File: src/gtg_pkg.sv
// Shared types, constants and the CORDIC arctangent table of the steering controller.
`default_nettype none
package gtg_pkg;
  localparam logic [1:0] FUNC_POSE   = 2'd0;
  localparam logic [1:0] FUNC_TARGET = 2'd1;
  localparam logic [1:0] FUNC_TICK   = 2'd2;

  localparam logic [2:0] REG_LIN_GAIN  = 3'd0;
  localparam logic [2:0] REG_ANG_GAIN  = 3'd1;
  localparam logic [2:0] REG_REACH     = 3'd2;
  localparam logic [2:0] REG_TGT_MIN   = 3'd3;
  localparam logic [2:0] REG_TGT_MAX   = 3'd4;

  localparam int GUARD = 8;
  // CORDIC datapath: 17-bit vector plus guard bits plus growth headroom.
  localparam int CW = 28;
  localparam int ZW = 24;
  localparam logic signed [ZW-1:0] PI_Z = 24'sd3294199;
  localparam logic signed [16:0] PI_Q12 = 17'sd12868;
  localparam logic signed [16:0] TWO_PI_Q12 = 17'sd25736;
  localparam logic [15:0] KGAIN_Q16 = 16'd39797;

  function automatic logic signed [ZW-1:0] atan_entry(input logic [4:0] i);
    logic signed [ZW-1:0] r;
    case (i)
      5'd0: r = 24'sd823550;  5'd1: r = 24'sd486170;  5'd2: r = 24'sd256879;
      5'd3: r = 24'sd130396;  5'd4: r = 24'sd65451;   5'd5: r = 24'sd32757;
      5'd6: r = 24'sd16383;   5'd7: r = 24'sd8192;    5'd8: r = 24'sd4096;
      5'd9: r = 24'sd2048;    5'd10: r = 24'sd1024;   5'd11: r = 24'sd512;
      5'd12: r = 24'sd256;    5'd13: r = 24'sd128;    5'd14: r = 24'sd64;
      5'd15: r = 24'sd32;     5'd16: r = 24'sd16;     5'd17: r = 24'sd8;
      5'd18: r = 24'sd4;      5'd19: r = 24'sd2;      5'd20: r = 24'sd1;
      default: r = '0;
    endcase
    return r;
  endfunction

  typedef struct packed {
    logic start;
    logic signed [16:0] dx;
    logic signed [16:0] dy;
  } cordic_req_t;

  typedef struct packed {
    logic done;
    logic [CW-1:0] mag;
    logic signed [ZW-1:0] ang;
  } cordic_rsp_t;
endpackage
`default_nettype wire

File: src/gtg_cordic.sv
// Iterative CORDIC vectoring unit: one micro-rotation per cycle.
`default_nettype none
module gtg_cordic #(
  parameter int CORDIC_STEPS = 16
) (
  input  wire logic clk,
  input  wire logic rst,
  input  wire gtg_pkg::cordic_req_t req,
  output gtg_pkg::cordic_rsp_t rsp
);
  localparam int SW = $clog2(CORDIC_STEPS + 1);
  logic signed [gtg_pkg::CW-1:0] x, y;
  logic signed [gtg_pkg::ZW-1:0] z;
  logic [SW-1:0] step;
  logic busy;
  logic done;
  logic signed [gtg_pkg::CW-1:0] xs, ys;
  logic [4:0] idx;

  assign idx = 5'(step);
  assign xs = x >>> step;
  assign ys = y >>> step;

  always_ff @(posedge clk) begin
    if (rst) begin
      busy <= 1'b0;
      step <= '0;
      done <= 1'b0;
    end else begin
      done <= 1'b0;
      if (req.start) begin
        busy <= 1'b1;
        step <= '0;
        if (req.dx < 0) begin
          x <= gtg_pkg::CW'(-(18'(req.dx))) <<< gtg_pkg::GUARD;
          y <= gtg_pkg::CW'(-(18'(req.dy))) <<< gtg_pkg::GUARD;
          z <= (req.dy >= 0) ? gtg_pkg::PI_Z : -gtg_pkg::PI_Z;
        end else begin
          x <= gtg_pkg::CW'(req.dx) <<< gtg_pkg::GUARD;
          y <= gtg_pkg::CW'(req.dy) <<< gtg_pkg::GUARD;
          z <= '0;
        end
      end else if (busy) begin
        if (step == SW'(CORDIC_STEPS)) begin
          busy <= 1'b0;
          done <= 1'b1;
        end else begin
          step <= step + 1'b1;
          if (y >= 0) begin
            x <= x + ys; y <= y - xs; z <= z + gtg_pkg::atan_entry(idx);
          end else begin
            x <= x - ys; y <= y + xs; z <= z - gtg_pkg::atan_entry(idx);
          end
        end
      end
    end
  end
  assign rsp = {done, x, z};
endmodule
`default_nettype wire

File: src/gtg_post.sv
// Post-processing: distance scaling, reach test, heading error wrap and gains.
`default_nettype none
module gtg_post (
  input  wire logic clk,
  input  wire logic rst,
  input  wire gtg_pkg::cordic_rsp_t rsp,
  input  wire logic signed [14:0] pose_heading,
  input  wire logic [7:0] lin_gain,
  input  wire logic [7:0] ang_gain,
  input  wire logic [14:0] reach,
  output logic done,
  output logic [16:0] lin_out,
  output logic signed [17:0] ang_out,
  output logic reach_out
);
  // Registered in order: distance product and bearing; reach test, error wrap and
  // linear gain product; angular gain product; rounding and saturation.
  logic v1, v2, v3;
  logic [43:0] dprod;
  logic signed [16:0] bearing;
  logic [19:0] range_q;
  logic signed [17:0] err;
  logic signed [17:0] err_raw;
  logic [27:0] lprod;
  logic signed [27:0] aprod;
  logic near;
  logic [23:0] lr;
  logic signed [27:0] ar;

  assign range_q = 20'((dprod[43:16] + 28'd128) >> gtg_pkg::GUARD);
  assign err_raw = 18'(bearing) - 18'(pose_heading);
  assign lr = 24'((lprod + 28'd8) >> 4);
  assign ar = (aprod + 28'sd8) >>> 4;

  always_ff @(posedge clk) begin
    if (rst) begin
      v1 <= 1'b0; v2 <= 1'b0; v3 <= 1'b0;
    end else begin
      v1 <= rsp.done; v2 <= v1; v3 <= v2;
    end
  end

  always_ff @(posedge clk) begin
    if (rsp.done) begin
      dprod <= 44'(rsp.mag) * 44'(gtg_pkg::KGAIN_Q16);
      bearing <= 17'((rsp.ang + 24'sd128) >>> 8);
    end
    if (v1) begin
      near <= range_q <= 20'(reach);
      if (err_raw > 18'(gtg_pkg::PI_Q12)) err <= err_raw - 18'(gtg_pkg::TWO_PI_Q12);
      else if (err_raw < -18'(gtg_pkg::PI_Q12)) err <= err_raw + 18'(gtg_pkg::TWO_PI_Q12);
      else err <= err_raw;
      lprod <= 28'(range_q) * 28'(lin_gain);
    end
    if (v2) begin
      aprod <= 28'(err) * $signed({20'd0, ang_gain});
      reach_out <= near;
    end
    if (v3) begin
      if (reach_out) begin
        lin_out <= '0;
        ang_out <= '0;
      end else begin
        lin_out <= (lr > 24'd131071) ? 17'd131071 : lr[16:0];
        if (ar > 28'sd131071) ang_out <= 18'sd131071;
        else if (ar < -28'sd131072) ang_out <= -18'sd131072;
        else ang_out <= ar[17:0];
      end
    end
  end
  always_ff @(posedge clk) begin
    if (rst) done <= 1'b0;
    else done <= v3;
  end
endmodule
`default_nettype wire

File: src/go_to_goal_steering_controller_core.sv
// Top level of the go-to-goal steering controller.
// Pose and target items are taken one per cycle while in_stall is low; a tick with pose
// and target known starts the CORDIC; its result then passes the post stages to the output.
// After such a tick the input stalls until its result has been taken at the output.
// Synchronous active-high reset clears the pose and target flags and loads register defaults.
`default_nettype none
module go_to_goal_steering_controller_core #(
  parameter int CORDIC_STEPS = 16
) (
  input  wire logic clk,
  input  wire logic rst,
  input  wire logic in_valid,
  output logic in_stall,
  input  wire logic [1:0] func,
  input  wire logic signed [15:0] pos_x,
  input  wire logic signed [15:0] pos_y,
  input  wire logic signed [14:0] heading,
  output logic out_valid,
  input  wire logic out_stall,
  output logic [16:0] linear_speed,
  output logic signed [17:0] angular_speed,
  output logic reached,
  input  wire logic cfg_we,
  input  wire logic [2:0] cfg_index,
  input  wire logic [15:0] cfg_data
);
  logic [7:0] lin_gain, ang_gain;
  logic [14:0] reach;
  logic signed [15:0] tmin, tmax;
  logic signed [15:0] px, py, gx, gy;
  logic signed [14:0] ph;
  logic pknown, gknown, busy;
  gtg_pkg::cordic_req_t req;
  gtg_pkg::cordic_rsp_t rsp;
  logic pdone;
  logic [16:0] plin;
  logic signed [17:0] pang;
  logic preach;
  logic acc;
  // Tracks a tick inside the CORDIC and post stages.
  logic rsp_pending;

  // A new item waits until the previous result has left the output register.
  assign in_stall = busy;
  assign acc = in_valid && !in_stall;

  always_ff @(posedge clk) begin
    if (rst) begin
      lin_gain <= 8'd32; ang_gain <= 8'd96; reach <= 15'd1024;
      tmin <= '0; tmax <= 16'sd22528;
    end else if (cfg_we) begin
      unique case (cfg_index)
        gtg_pkg::REG_LIN_GAIN: lin_gain <= cfg_data[7:0];
        gtg_pkg::REG_ANG_GAIN: ang_gain <= cfg_data[7:0];
        gtg_pkg::REG_REACH:    reach <= cfg_data[14:0];
        gtg_pkg::REG_TGT_MIN:  tmin <= cfg_data;
        gtg_pkg::REG_TGT_MAX:  tmax <= cfg_data;
        default: ;
      endcase
    end
  end

  always_ff @(posedge clk) begin
    if (rst) begin
      px <= '0; py <= '0; ph <= '0; gx <= '0; gy <= '0;
      pknown <= 1'b0; gknown <= 1'b0; busy <= 1'b0; req.start <= 1'b0;
      out_valid <= 1'b0;
    end else begin
      req.start <= 1'b0;
      if (out_valid && !out_stall) out_valid <= 1'b0;
      if (pdone) begin
        out_valid <= 1'b1;
        linear_speed <= plin; angular_speed <= pang; reached <= preach;
      end
      if (busy && !pdone && !out_valid && !req.start && !rsp_pending) busy <= 1'b0;
      if (acc) begin
        unique case (func)
          gtg_pkg::FUNC_POSE: begin
            px <= pos_x; py <= pos_y; ph <= heading; pknown <= 1'b1;
          end
          gtg_pkg::FUNC_TARGET: begin
            if (pos_x > tmin && pos_x < tmax && pos_y > tmin && pos_y < tmax) begin
              gx <= pos_x; gy <= pos_y; gknown <= 1'b1;
            end
          end
          gtg_pkg::FUNC_TICK: begin
            if (pknown && gknown) begin
              busy <= 1'b1;
              req.start <= 1'b1;
              req.dx <= 17'(gx) - 17'(px);
              req.dy <= 17'(gy) - 17'(py);
            end
          end
          default: ;
        endcase
      end
    end
  end

  always_ff @(posedge clk) begin
    if (rst) rsp_pending <= 1'b0;
    else if (req.start) rsp_pending <= 1'b1;
    else if (pdone) rsp_pending <= 1'b0;
  end

  gtg_cordic #(.CORDIC_STEPS(CORDIC_STEPS)) u_cordic (
    .clk(clk), .rst(rst), .req(req), .rsp(rsp)
  );

  gtg_post u_post (
    .clk(clk), .rst(rst), .rsp(rsp), .pose_heading(ph),
    .lin_gain(lin_gain), .ang_gain(ang_gain), .reach(reach),
    .done(pdone), .lin_out(plin), .ang_out(pang), .reach_out(preach)
  );
endmodule
`default_nettype wire

File: config.mk
export PLATFORM = sky130hd
export DESIGN_NAME = go_to_goal_steering_controller_core
export DESIGN_NICKNAME = d
export VERILOG_FILES = /design/src/gtg_pkg.sv /design/src/gtg_cordic.sv /design/src/gtg_post.sv /design/src/go_to_goal_steering_controller_core.sv
export SDC_FILE = /design/constraint.sdc
export NUM_CORES = 2
export LEC_CHECK = 0
export BUFFER_PORTS_ARGS = -buffer_cell sky130_fd_sc_hd__buf_4
export CELL_PAD_IN_SITES_DETAIL_PLACEMENT = 0
export CELL_PAD_IN_SITES_GLOBAL_PLACEMENT = 1
export CORE_UTILIZATION = 41
export CTS_CLUSTER_DIAMETER = 60
export DETAILED_ROUTE_END_ITERATION = 16
export HOLD_SLACK_MARGIN = 0.06
export MAX_ROUTING_LAYER = met4
export PLACE_DENSITY = 0.75
export SLEW_MARGIN = 15
export SYNTH_ARGS = -nofsm -noshare
export SYNTH_HDL_FRONTEND = slang
export SYNTH_SLANG_ARGS = --single-unit
File: constraint.sdc
create_clock -name clk -period 7.59 [get_ports clk]
set_input_delay 0.759 -clock clk [delete_from_list [all_inputs] [get_ports clk]]
set_output_delay 0.759 -clock clk [all_outputs]
set_load 0.05 [all_outputs]
==> impl_metrics.py <==
metrics = {
    "synthesis": {
        "yosysSeqAreaShare_pct": 24.9,
        "syn-num-nets": 6297,
        "synth_edf_count": 291,
        "synth_flop_cell": "edfxtp_1",
        "synth_warnings": 0,
        "synthesis.area_mm2": 0.0495,
        "ys_ff_latch": 470,
        "ys_async_sr_fraction_pct": 0,
        "synthCells": 5306,
        "synth_cell_types": 96,
        "avgSynthCellArea_um2": 9.33,
    },
    "drt": {
        "post_drt_wl_per_cell_um": 18.4,
        "dr.pass1.iters": 6,
        "drt_iter0_markers": 2736,
        "ant_nets": 0,
        "drc": 0,
        "wl_um": 130000,
        "via_count": 37900,
        "viasPerCell": 5.38,
    },
    "global_route": {
        "grt_pass1_wl_um": 208000,
        "grt-ovfl-total": 0,
        "grt_pass1_vias": 37700,
        "antenna_found_initial": 3,
        "grt_use_total_pct": 22.0,
        "grt_max_degree": 94,
    },
    "timing": {
        "grt_setup_unrepaired": "false",
        "whs_ns": 0.342,
        "final_hold_viol_count": 0,
        "setup_viol": 0,
        "drv_slew": 0,
        "fmax_ghz": 0.149,
        "worst_pin_slew_ns": 1.17,
        "relSlewSlack_pct": 20.7,
        "fin_setup_tns_ns": 0,
        "period_needed_ns": 6.71,
        "period_share_pct": 88.4,
        "fin_skew_ns": 0.0252,
    },
    "clock_network": {
        "cts_made_buffers": 68,
        "hold_buffers": 0,
        "clock_latency_ns": 0.64,
        "cts.clk_slew.worst_paths_ns": 0.06,
        "cts_tree": "done",
        "cts_resized": 0,
        "clock_path_buffers": 3,
        "cts.root.buffer_cell": "clkbuf_16",
        "cts_num_sinks": 470,
        "post_cts.repair.setup_buffers": 0,
        "htreeDepth": 3,
    },
    "placement": {
        "place_inst": 6919,
        "port_buffers": 110,
        "dpl.hpwl_um": 101000,
        "place_congestion": 0.936,
    },
    "critical_path": {
        "critical_path_peak_fanout": 11,
        "crit_path_end_kind": "flop",
        "crit_arrival_ns": 7.10,
        "r2r_setup_slack_ns": 0.88,
        "path_class": "flop to flop",
        "startpoint_type": "flop",
        "crit_top_cell": "fa_1",
        "crit_path_cell_trace": "inv_1 > fa_1 > fa_1 > inv_1 > fa_1 > fa_1 > fa_1 > inv_1 > fa_1 > inv_1 > ha_1 > nand3_1 > o21ai_0 > o31ai_1 > a211oi_1 > nor3_1 > o31ai_1 > a21oi_1 > xnor2_1",
        "slowest_delay_ns": 0.65,
        "slowest_stage": "edfxtp_1",
        "reg2reg_depth": 19,
        "crit_required_ns": 7.98,
    },
    "power_and_ir_drop": {
        "peakVddDrop_v": 0.000143,
        "leakage_nw": 23.0,
        "p_seq_share_pct": 41.4,
        "p_comb_share_pct": 10.7,
        "p_clk_share_pct": 47.9,
        "p_sw_share_pct": 26.1,
        "power.density_mw_per_mm2": 122,
        "p_int_mw": 4.91,
        "p_switching_mw": 1.74,
    },
    "finish": {
        "diodes": 0,
        "final_cell_mix": "inv_1 (715), nand2_1 (520), ha_1 (492), fa_1 (426), a21oi_1 (356)",
        "final_common_cell": "inv_1",
        "final_util_pct": 45.5,
        "n_fill_cell": 11600,
        "instances_no_fill": 7043,
        "syn_to_final_growth_pct": 10.0,
        "drive_gt1_share_pct": 7.60,
        "nets": 6368,
    },
    "run": {
        "cap_violations": 0,
    },
    "floorplanning": {
        "num_rows": 127,
        "die-area_mm2": 0.122,
        "top_level_ports": 111,
        "die_y_um": 349,
        "start_util_pct": 41.3,
        "coreArea_mm2": 0.120,
        "die_w_um": 349,
    },
    "status": {
        "status": "completed",
    },
    "min_path": {
        "hold_depth": 3,
        "holdCritPathClass": "input port to flop",
    },
}
## worst max-delay path, delay by kind of cell (launching register included)
family	cells	cell delay, ns
AOI/OAI and AO/OA	5	1.65
adders and majority gates	7	3.36
xor gates and xnor gates	1	0.13
DFF	1	0.65
buffers and inverters	4	0.41
and+or+nand+nor	2	0.25
## routing by layer
layer  vias up  wire length (µm)  track usage (%)
met4         0              3540             6.09
met3       196              5260             2.33
li1      18300                 -                -
met2       857             60900             35.4
met5         -                 0                -
met1     18500             60000             29.3
## cell families (layout without fill, tap and decap cells)
kind of cell             Yosys count  count (layout)  synth area share (%)
multiplexers                     133             133                  4.39
XOR/XNOR                         330             330                  5.88
buffers and inverters            895            1020                  6.99
adder cells (fa/ha/maj)          918             918                  29.7
AND/OR/NAND/NOR                 1509            1509                  14.9
flip-flops                       470             470                  24.9
AO/OA/AOI/OAI                   1051            1051                  13.3
## cell usage after synthesis (9+ instances only)
master     instances  area (µm²)
inv_1            715        2680
nand2_1          520        1950
ha_1             492        6160
fa_1             426        8530
a21oi_1          358        1790
edfxtp_1         291        8740
o21ai_0          251        1260
nor2_1           249         935
xnor2_1          210        1840
dfxtp_1          179        3580
and2_1           155         970
nand3_1          141         706
nor2b_1          133         832
clkbuf_1         132         495
xor2_1           118        1030
a21o_1            91         683
nor3_1            67         335
nand2b_1          62         388
mux2i_1           52         521
mux4_2            51        1150
o21a_1            41         308
o31ai_1           39         293
nand4_1           34         213
or3_1             34         213
a211oi_1          33         248
and3_1            33         206
o211ai_1          27         203
buf_2             22         110
a31oi_1           21         131
or2_2             20         125
mux2_2            19         214
o41ai_1           19         166
buf_1             16        60.1
o21bai_1          16         120
nor4_1            15        93.8
o22ai_1           12        75.1
or4_1             12        90.1
mux4_1            11         289
a2111oi_0          9        78.8
a221oi_1           9        78.8
a22oi_1            9        67.6
o2111ai_1          9        78.8
## state kept, by name, indices dropped and copies added, names as in the netlist, 18 cells and up, named ones only
| register | flops |
|---|---|
| u_post.err | 18 |
| u_cordic.z | 24 |
| u_cordic.x | 28 |
| angular_speed | 18 |
| u_post.dprod | 21 |
| req | 35 |
| u_post.ang_out | 18 |
| u_post.aprod | 24 |
| u_cordic.y | 28 |
| u_post.lprod | 25 |
## metrics by stage
step / power, mW / setup slack [ns] / area, µm²
final: 6.65 / 0.884 / 54500
after global routing: 6.92 / 0.454 / 54500
after CTS: 6.73 / 0.876 / 54500
after detailed placement: 3.52 / 0.890 / 52200
after global placement: 3.51 / 0.943 / 52200
after floorplan: 3.31 / 1.50 / 49500
## area by class of cell
type                       instances  area (µm²)  area share [%]
timing repair buffer             179        1370            2.51
inverter                         717        2690            4.94
multi-input combinational       3941       33800            62.0
sequential                       470       12300            22.7
tap                             1612        2020            3.70
clock buffer                      88        1870            3.43
clock inverter                    36         404           0.742
## power by group through the flow
stage	Sequential (mW)	Combinational, mW	Clock [mW]
after detailed placement	2.81	0.713	0
after global routing	2.76	0.806	3.35
after floorplan	2.79	0.516	0
after global placement	2.81	0.706	0
after CTS	2.75	0.719	3.26
final	2.75	0.712	3.18
## worst paths after layout
check / end / startpoint
max: u_post.dprod[35] / u_cordic.x[14]
min: out_valid / out_stall
max reg2reg: u_post.dprod[35] / u_cordic.x[14]
min reg2reg: linear_speed[14] / u_post.lin_out[14]
No activity file was read; power rests on OpenSTA's default activity.
